### config.mk
export PLATFORM = sky130hd
export DESIGN_NAME = battery_level_monitor
export DESIGN_NICKNAME = d
export VERILOG_FILES = /design/src/rtl/blm_pkg.sv /design/src/rtl/battery_level_monitor.sv
export VERILOG_INCLUDE_DIRS = /design/src /design/src/rtl
export SDC_FILE = /design/constraint.sdc
export NUM_CORES = 1
export LEC_CHECK = 0
export BUFFER_PORTS_ARGS = -buffer_cell sky130_fd_sc_hd__buf_2
export CAP_MARGIN = 10
export CELL_PAD_IN_SITES_DETAIL_PLACEMENT = 1
export CELL_PAD_IN_SITES_GLOBAL_PLACEMENT = 1
export CORE_MARGIN = 1
export CORE_UTILIZATION = 47
export CTS_BUF_LIST = sky130_fd_sc_hd__clkbuf_8 sky130_fd_sc_hd__clkbuf_16
export CTS_CLUSTER_DIAMETER = 40
export CTS_CLUSTER_SIZE = 24
export DETAILED_ROUTE_END_ITERATION = 6
export PLACE_DENSITY_LB_ADDON = 0.15
export SYNTH_ARGS = -nofsm -noshare
export SYNTH_HDL_FRONTEND = slang
export SYNTH_SLANG_ARGS = --single-unit
### constraint.sdc
create_clock -name clk -period 19.7 [get_ports clk]
set_input_delay 0 -clock clk [delete_from_list [all_inputs] [get_ports clk]]
set_output_delay 0 -clock clk [all_outputs]
set_load 0.01 [all_outputs]
### src/rtl/battery_level_monitor_defines.svh
// Assertion macros used by the RTL file battery_level_monitor.sv.
`ifndef BATTERY_LEVEL_MONITOR_DEFINES_SVH
`define BATTERY_LEVEL_MONITOR_DEFINES_SVH

// Check cons in the same cycle whenever ante holds (outside reset).
`define BLM_ASSERT_SAME(label, ante, cons, msg) \
  label: assert property (@(posedge clk) disable iff (rst) (ante) |-> (cons)) \
    else $error(msg);

// Check cons in the cycle after ante holds (outside reset).
`define BLM_ASSERT_NEXT(label, ante, cons, msg) \
  label: assert property (@(posedge clk) disable iff (rst) (ante) |=> (cons)) \
    else $error(msg);

`endif

### src/rtl/blm_pkg.sv
package blm_pkg;

  // Item kinds
  typedef enum logic [1:0] {
    OP_SAMPLE = 2'd0,
    OP_EVAL   = 2'd1,
    OP_DETECT = 2'd2
  } opcode_t;

  localparam int AdcW   = 12;
  localparam int VoltW  = 10;
  localparam int LevelW = 3;
  localparam int CountW = 2;

  // Tracker slew limits
  localparam logic signed [AdcW:0] BIG_GAP    = 13'sd50;
  localparam logic signed [AdcW:0] SMALL_GAP  = 13'sd10;
  localparam logic [AdcW-1:0]      BIG_STEP   = 12'd50;
  localparam logic [AdcW-1:0]      SMALL_STEP = 12'd5;

  // Voltage = floor(adc * 13 / 100) + 3, floor done as multiply by
  // ceil(13 * 2^19 / 100) and shift right by 19 (exact for 12-bit adc)
  localparam int              VOLT_SHIFT = 19;
  localparam int              PROD_W     = 29;
  localparam logic [16:0]     VOLT_MUL   = 17'd68158;
  localparam logic [VoltW-1:0] VOLT_OFFSET = 10'd3;
  localparam logic [VoltW-1:0] VOLT_MAX    = 10'd535;

  // Chemistry codes
  localparam logic CHEM_LITHIUM = 1'b0;
  localparam logic CHEM_ZINC    = 1'b1;

  // Detect threshold: above it the cell is taken as lithium
  localparam logic [VoltW-1:0] DETECT_THRESH = 10'd67;

  localparam logic [LevelW-1:0] LEVEL_MAX = 3'd4;
  localparam logic [CountW-1:0] LOW_MAX   = 2'd3;

  // Grade a voltage 0..4 against the thresholds of the chemistry
  function automatic logic [LevelW-1:0] grade(input logic [VoltW-1:0] v, input logic zinc);
    logic [LevelW-1:0] lvl;
    if (zinc == CHEM_LITHIUM) begin
      if (v > 10'd75)      lvl = 3'd4;
      else if (v > 10'd73) lvl = 3'd3;
      else if (v > 10'd69) lvl = 3'd2;
      else if (v > 10'd67) lvl = 3'd1;
      else                 lvl = 3'd0;
    end else begin
      if (v > 10'd58)      lvl = 3'd4;
      else if (v > 10'd54) lvl = 3'd3;
      else if (v > 10'd50) lvl = 3'd2;
      else if (v > 10'd47) lvl = 3'd1;
      else                 lvl = 3'd0;
    end
    return lvl;
  endfunction

endpackage

### src/rtl/battery_level_monitor.sv
// An input transfer is held in the input register, then enters the state/result registers.
// Throughput: one item per cycle unless out_ready stalls; then at most one more item is held.
// The whole update (tracker step, one 12x17 multiply plus grading) is combinational.
// Reset (rst, synchronous, active high) clears all state, auto-switch and both valid flags.
`include "battery_level_monitor_defines.svh"

module battery_level_monitor (
  input  logic                           clk,
  input  logic                           rst,
  // configuration
  input  logic                           cfg_write,
  input  logic                           cfg_data,
  // input channel
  input  logic                           in_valid,
  output logic                           in_ready,
  input  logic [1:0]                     opcode,
  input  logic [blm_pkg::AdcW-1:0]       adc_sample,
  // result channel
  output logic                           out_valid,
  input  logic                           out_ready,
  output logic [blm_pkg::VoltW-1:0]      voltage_tenths,
  output logic [blm_pkg::LevelW-1:0]     battery_level,
  output logic                           chemistry,
  output logic                           low_protect
);

  // Configuration
  logic auto_switch_enable;

  // Input register
  logic                      in_valid_q;
  logic [1:0]                op_q;
  logic [blm_pkg::AdcW-1:0]  sample_q;

  // Block state; the visible part doubles as the result register
  logic [blm_pkg::AdcW-1:0]   tracked_adc, tracked_adc_next;
  logic [blm_pkg::VoltW-1:0]  voltage_reg, voltage_reg_next;
  logic [blm_pkg::LevelW-1:0] level_reg, level_reg_next;
  logic                       chemistry_reg, chemistry_reg_next;
  logic [blm_pkg::CountW-1:0] low_count, low_count_next;
  logic                       protect_flag, protect_flag_next;

  logic advance;
  logic signed [blm_pkg::AdcW:0] gap;
  logic [blm_pkg::PROD_W-1:0]    prod;
  logic [blm_pkg::VoltW-1:0]     volt_calc;
  logic [blm_pkg::LevelW-1:0]    level_calc;

  // Move the held item into the result slot when it is free or being emptied
  assign advance  = in_valid_q && (!out_valid || out_ready);
  assign in_ready = !in_valid_q || advance;

  // Tracker gap and voltage scaling
  assign gap  = $signed({1'b0, sample_q}) - $signed({1'b0, tracked_adc});
  assign prod = {{(blm_pkg::PROD_W - blm_pkg::AdcW){1'b0}}, tracked_adc}
              * {{(blm_pkg::PROD_W - 17){1'b0}}, blm_pkg::VOLT_MUL};
  assign volt_calc  = prod[blm_pkg::VOLT_SHIFT +: blm_pkg::VoltW] + blm_pkg::VOLT_OFFSET;
  assign level_calc = blm_pkg::grade(volt_calc, chemistry_reg);

  // Per-item state update
  always_comb begin
    tracked_adc_next   = tracked_adc;
    voltage_reg_next   = voltage_reg;
    level_reg_next     = level_reg;
    chemistry_reg_next = chemistry_reg;
    low_count_next     = low_count;
    protect_flag_next  = protect_flag;
    case (op_q)
      blm_pkg::OP_SAMPLE: begin
        if (gap > blm_pkg::BIG_GAP) begin
          tracked_adc_next = tracked_adc + blm_pkg::BIG_STEP;
        end else if (gap > blm_pkg::SMALL_GAP) begin
          tracked_adc_next = tracked_adc + blm_pkg::SMALL_STEP;
        end else if (gap < -blm_pkg::BIG_GAP) begin
          tracked_adc_next = tracked_adc - blm_pkg::BIG_STEP;
        end else if (gap < -blm_pkg::SMALL_GAP) begin
          tracked_adc_next = tracked_adc - blm_pkg::SMALL_STEP;
        end
      end
      blm_pkg::OP_EVAL: begin
        voltage_reg_next = volt_calc;
        level_reg_next   = level_calc;
        if (level_calc == '0) begin
          if (low_count != blm_pkg::LOW_MAX) low_count_next = low_count + 2'd1;
          else                               protect_flag_next = 1'b1;
        end else begin
          if (low_count != '0) low_count_next = low_count - 2'd1;
          else                 protect_flag_next = 1'b0;
        end
      end
      blm_pkg::OP_DETECT: begin
        if (auto_switch_enable) begin
          chemistry_reg_next = (voltage_reg > blm_pkg::DETECT_THRESH) ?
                               blm_pkg::CHEM_LITHIUM : blm_pkg::CHEM_ZINC;
        end else begin
          chemistry_reg_next = blm_pkg::CHEM_LITHIUM;
        end
      end
      default: begin
        // unused code: hold state, still return a result
      end
    endcase
  end

  // Hold configuration
  always_ff @(posedge clk) begin
    if (rst) begin
      auto_switch_enable <= 1'b0;
    end else if (cfg_write) begin
      auto_switch_enable <= cfg_data;
    end
  end

  // Capture input transfers
  always_ff @(posedge clk) begin
    if (rst) begin
      in_valid_q <= 1'b0;
    end else if (in_ready) begin
      in_valid_q <= in_valid;
    end
  end

  always_ff @(posedge clk) begin
    if (in_valid && in_ready) begin
      op_q     <= opcode;
      sample_q <= adc_sample;
    end
  end

  // Advance state and result valid
  always_ff @(posedge clk) begin
    if (rst) begin
      out_valid     <= 1'b0;
      tracked_adc   <= '0;
      voltage_reg   <= '0;
      level_reg     <= '0;
      chemistry_reg <= blm_pkg::CHEM_LITHIUM;
      low_count     <= '0;
      protect_flag  <= 1'b0;
    end else begin
      if (advance) begin
        out_valid     <= 1'b1;
        tracked_adc   <= tracked_adc_next;
        voltage_reg   <= voltage_reg_next;
        level_reg     <= level_reg_next;
        chemistry_reg <= chemistry_reg_next;
        low_count     <= low_count_next;
        protect_flag  <= protect_flag_next;
      end else if (out_ready) begin
        out_valid <= 1'b0;
      end
    end
  end

  assign voltage_tenths = voltage_reg;
  assign battery_level  = level_reg;
  assign chemistry      = chemistry_reg;
  assign low_protect    = protect_flag;

  // Checks
  `BLM_ASSERT_NEXT(a_state_holds, !advance,
                   $stable(tracked_adc) && $stable(low_count) && $stable(voltage_reg),
                   "state changed without an item")
  `BLM_ASSERT_SAME(a_protect_after_full_count, $rose(protect_flag),
                   $past(low_count) == blm_pkg::LOW_MAX,
                   "protect set before counter saturated")
  `BLM_ASSERT_SAME(a_result_range, out_valid,
                   (voltage_reg <= blm_pkg::VOLT_MAX) && (level_reg <= blm_pkg::LEVEL_MAX),
                   "result out of range")
  `BLM_ASSERT_SAME(a_ready_when_empty, !out_valid, in_ready,
                   "input stalled with empty result slot")

endmodule

==> impl_metrics.toml, run 1 <==
[synthesis]
synth_top_area_cell = "ha_1"
ys_seq_area_frac = 0.155
synthArstFlopShare = 0
syn_area_per_cell_sq_um = 8.59
synth_ff_type = "dfxtp_1"
syn-num-nets = 973
synth_cell_types = 88
yosys.area.top_type_share = 0.214
syn_inst = 797
yosys_warnings = 0
synth-seq-cells = 46
ys_top_cells_by_area = "ha_1, fa_1, dfxtp_1"
synth-edff-count = 14
syn-cell-area_sq_um = 6840

[floorplanning]
core_area_sq_um = 14000
die_w_microns = 123
start_util = 0.487
floorplan.rows = 43
ioPinCount = 37
die_area_sq_um = 15000
die_h_microns = 123

[sta]
fmax_ghz = 0.134
finalClockSkew_ns = 0.0101
setup_viol = 0
fin_crit_ns = 7.47
hold_violations = 0
fin_ws_ns = 12.23
whs_ns = 0.0316
worst_pin_slew_ns = 0.885
slew_viol_final = 0
post-route-period-util = 0.379
rsz0062_at_grt = "false"
slew_headroom = 0.402
tns_ns = 0

[placement]
preCtsSetupSlack_ns = 12.32
portBuffers = 36
place_area_sq_um = 7180
dpl.hpwl_microns = 15700
gp_congestion = 0.870

[status]
status = "finished clean"

[route]
num_vias = 6059
drt_iter0_markers = 295
drc_errors = 0
dr.pass1.iters = 4
viasPerCell = 5.93
wirelength_microns = 19400
ant_nets = 0
detail_route.wl_per_cell_microns = 19.0

[cts]
cts_buffers = 5
clockBufferDepth = 2
post_cts_resized = 0
clk_pin_slew_ns = 0.07
cts_tree = "built"
cts-htree-levels = 2
root_buffer = "clkbuf_16"
cts_setup_buffers = 0
clock_sinks = 46
cts_hold_buf = 17
clkLatencyLatePin_ns = 0.30

[critical_path]
path_common_cell = "fa_1"
timing.rr.start = "tracked_adc[11]"
cp_max_fo = 12
crit_start = "tracked_adc[11]"
timing.critical_path.required_ns = 19.92
cp-end-kind = "register"
cpPeakStageDelay_ns = 0.63
path_class = "register to register"
cp-start-kind = "register"
critPathArrivalTime_ns = 7.69
cpMaxStageDelayCell = "dfxtp_1"

[layout]
layout.nets = 1017
final_core_util = 0.534
layout_commonest_cell = "ha_1"
n_antenna_cell = 0
drive_gt1_frac = 0.0903
synthToLayoutAreaGrowth_pct = 9.54
final_area_sq_um = 7500
layout_common_cells = "ha_1, inv_1, nor2_1"

[power]
p_per_area_nw_per_um2 = 36.8
ir_drop_uv = 37.7
leakagePower_nw = 3.60

[grt]
overflow = 0
grtUsageTotal = 0.269
grt_max_degree = 39
grt_pass1_wl_microns = 31800
grt_pass1_vias = 6342
antenna_found_initial = 0

[flow_run]
maxCapViolCount = 0

[hold_path]
hold_start = "out_ready"
hp-class = "primary input to register"
layer usage:
| layer | GRT usage | wire [microns] |
|---|---|---|
| met4 | 0.0457 | 253 |
| met1 | 0.348 | 8770 |
| met2 | 0.488 | 9880 |
| met5 | 0 | 0 |
| met3 | 0.0232 | 467 |
area by class of cell:
class | instances | area, sq um
fillers | 1708 | 6550
repair buffers | 53 | 350
well taps | 180 | 225
flip-flops and latches | 46 | 1060
clock inverters | 3 | 23.8
multi-input cells | 623 | 5290
inverters | 112 | 420
clock buffers | 5 | 125
stage by stage:
step | total power, W | instances
global placement | 0.000179 | 997
detailed placement | 0.000182 | 997
finish | 0.000276 | 1022
CTS | 0.000276 | 1022
floorplan | 0.000162 | 797
global route | 0.000288 | 1022
critical path, delay by kind of cell (launching register included):
kind | cells | cell delay [ns]
and+or+nand+nor | 7 | 1.88
xor gates and xnor gates | 2 | 0.45
muxes | 1 | 0.11
AOI/OAI and AO/OA | 5 | 1.11
buffers and inverters | 3 | 0.22
adders and majority gates | 7 | 2.98
DFF | 1 | 0.63
report_power, final:
part / switching, W / internal, W
logic: 0.0000480 / 0.0000308
clock network: 0.0000436 / 0.0000480
registers: 0.00000388 / 0.000101
synthesized netlist by cell type, drive strengths merged, types with 5 or more instances:
cell	instances
inv	112
nor2b	6
fa	39
nor4	6
a211oi	19
o211ai	8
ha	117
mux2	11
o21ai	37
a21oi	42
mux2i	9
and3	10
edfxtp	14
xnor2	15
nor2	67
nand4	6
nor3	13
nand3	15
o21a	12
dfxtp	32
buf	6
and2	14
o31ai	7
o22ai	6
o2111ai	8
or2	5
nand2	45
a21o	9
clkbuf	10
a31oi	17
nand2b	5
or3	9
xor2	8
cells by family (layout without fill, tap and decap cells):
kind of cell               Yosys count  count (layout)  synth area share
adders and majority gates          157             157             0.329
DFF                                 46              46             0.155
muxes                               20              20            0.0313
buffers and inverters              128             173            0.0718
xor gates and xnor gates            24              24            0.0360
and+or+nand+nor                    213             213             0.157
AOI/OAI and AO/OA                  209             209             0.219
path summary, 6_finish.rpt:
check	depth (start not counted)	slack [ns]	end
setup reg to reg	25	12.23	battery_level[1]
setup / recovery	25	12.23	battery_level[1]
hold / removal	4	0.03	out_valid
hold reg to reg	2	0.52	voltage_tenths[3]
(Power assumes the default switching activity.)
==> run 2, diff against run 1 <==
clock period = 7 ns   (was 19.7 ns; I/O delays follow)
==> impl_metrics.toml, run 2 (synthesized netlist as in run 1, its figures left out) <==
[placement]
portBuffers = 36
placedCellCount = 1008
gp_congestion = 0.914
dpl.hpwl_microns = 16300
place_area_sq_um = 7260

[sta]
slew_viol_final = 0
whs_ns = 0.0906
setup_viol = 0
hold_violations = 0
fin_crit_ns = 6.76
slew_headroom = 0.363
post-route-period-util = 0.965
fmax_ghz = 0.148
worst_pin_slew_ns = 0.942
finalClockSkew_ns = 0.00727

[power]
p_per_area_nw_per_um2 = 101
ir_drop_uv = 95.2
leakagePower_nw = 3.70

[route]
viasPerCell = 5.97
ant_nets = 0
dr.pass1.iters = 5
drt_iter0_markers = 346
drc_errors = 0
wirelength_microns = 20500
num_vias = 6210
detail_route.wl_per_cell_microns = 19.7

[critical_path]
ff2ff_path_depth = 26
rrSetupSlack_ns = 0.24
path_class = "register to register"
cp-start-kind = "register"
cp_max_fo = 6
r2r_end = "low_count[1]"
timing.rr.start = "tracked_adc[9]"
critPathArrivalTime_ns = 6.90
cp-end-kind = "register"
timing.critical_path.required_ns = 7.15

[floorplanning]
ioPinCount = 37
start_util = 0.487
die_w_microns = 123
floorplan.rows = 43
core_area_sq_um = 14000
die_h_microns = 123
die_area_sq_um = 15000

[hold_path]
hold_start = "out_ready"
hold_end = "out_valid"
hold_path_depth = 4
hp-class = "primary input to register"

[cts]
clockBufferDepth = 2
clkLatencyLatePin_ns = 0.30
clk_pin_slew_ns = 0.07
cts_tree = "built"
root_buffer = "clkbuf_16"
clock_sinks = 46
cts-htree-levels = 2
cts_buffers = 5

[flow_run]
maxCapViolCount = 0

[layout]
layout.nets = 1034
final_area_sq_um = 7730
regArea_sq_um = 1060
synthToLayoutAreaGrowth_pct = 13.0
fin_cells = 1040
multi_input_area_sq_um = 5400
layout_common_cells = "ha_1, inv_1, nor2_1"
layout_commonest_cell = "ha_1"
drive_gt1_frac = 0.127
final_core_util = 0.551
nFillCells = 1702

[grt]
overflow = 0
grt_pass1_wl_microns = 33000
grtUsageTotal = 0.282
antenna_found_initial = 1
grt_pass1_vias = 6491
grt_max_degree = 39

[status]
status = "finished clean"
==> run 2: worst max path at each step <==
| stage | start | end | slack, ns | cells after the start |
|---|---|---|---|---|
| 4_1_cts | tracked_adc[9] | battery_level[1] | 0.03 | 25 |
| 3_3_place_gp | tracked_adc[9] | battery_level[1] | 0.17 | 25 |
| 6_report | tracked_adc[9] | low_count[1] | 0.24 | 26 |
| 2_1_floorplan | tracked_adc[11] | battery_level[1] | 0.25 | 27 |
| 3_5_place_dp | tracked_adc[9] | battery_level[1] | -0.20 | 25 |
| 5_1_grt | tracked_adc[9] | battery_level[1] | -0.005 | 27 |
==> run 2: metrics by stage <==
| step | setup WS (ns) | setup TNS [ns] | power, W |
|---|---|---|---|
| 2_1_floorplan | 0.252 | 0 | 0.000457 |
| 3_3_place_gp | 0.170 | 0 | 0.000503 |
| 4_1_cts | 0.0289 | 0 | 0.000777 |
| 6_report | 0.244 | 0 | 0.000780 |
| 5_1_grt | -0.00511 | -0.00629 | 0.000820 |
| 3_5_place_dp | -0.200 | -0.682 | 0.000517 |
==> run 2: critical path, stage by stage, from the launching register on <==
cell	delay (ns)
dfxtp_1	0.34
fa_2	0.62
xor2_1	0.30
ha_1	0.18
inv_1	0.06
fa_1	0.53
inv_1	0.06
fa_1	0.52
inv_1	0.06
fa_1	0.55
inv_1	0.05
ha_1	0.33
and3_4	0.22
and2_1	0.17
a32oi_2	0.30
nand3_1	0.16
and3_4	0.21
inv_1	0.15
ha_4	0.20
nor2_1	0.07
mux2i_2	0.24
nor2_1	0.10
xnor2_2	0.31
nand2_1	0.12
a2111o_1	0.51
o2111ai_1	0.14
a21oi_1	0.09
==> run 2: per-layer routing <==
| metal | wire length, microns | GRT usage | vias to the layer above | share of wire |
|---|---|---|---|---|
| li1 | - | - | 2978 | - |
| met1 | 8760 | 0.349 | 3080 | 0.43 |
| met2 | 10700 | 0.520 | 121 | 0.52 |
| met3 | 589 | 0.0288 | 31 | 0.029 |
| met4 | 451 | 0.0655 | 0 | 0.022 |
| met5 | 0 | 0 | - | 0 |
==> run 2: cell type report <==
cell class	instances	area share
tap	180	0.0291
timing repair buffer	70	0.0618
clock inverter	3	0.00307
multi-input combinational	623	0.698
sequential	46	0.137
inverter	112	0.0544
clock buffer	5	0.0162
antenna	1	0.000324
==> run 2: power breakdown <==
group          internal (W)  switching (W)  total [W]
clock              0.000134       0.000120   0.000255
sequential         0.000285     0.00000921   0.000294
combinational     0.0000903       0.000141   0.000231
==> run 2: what timing repair did <==
item                                    in CTS  in global routing
endpoints found under the setup margin       5                  6
endpoints found under the hold margin       16                  0
gates resized for setup                      5                 18
hold buffers                                17                  0
pin swaps                                    1                  5
buffers inserted                             1                  5
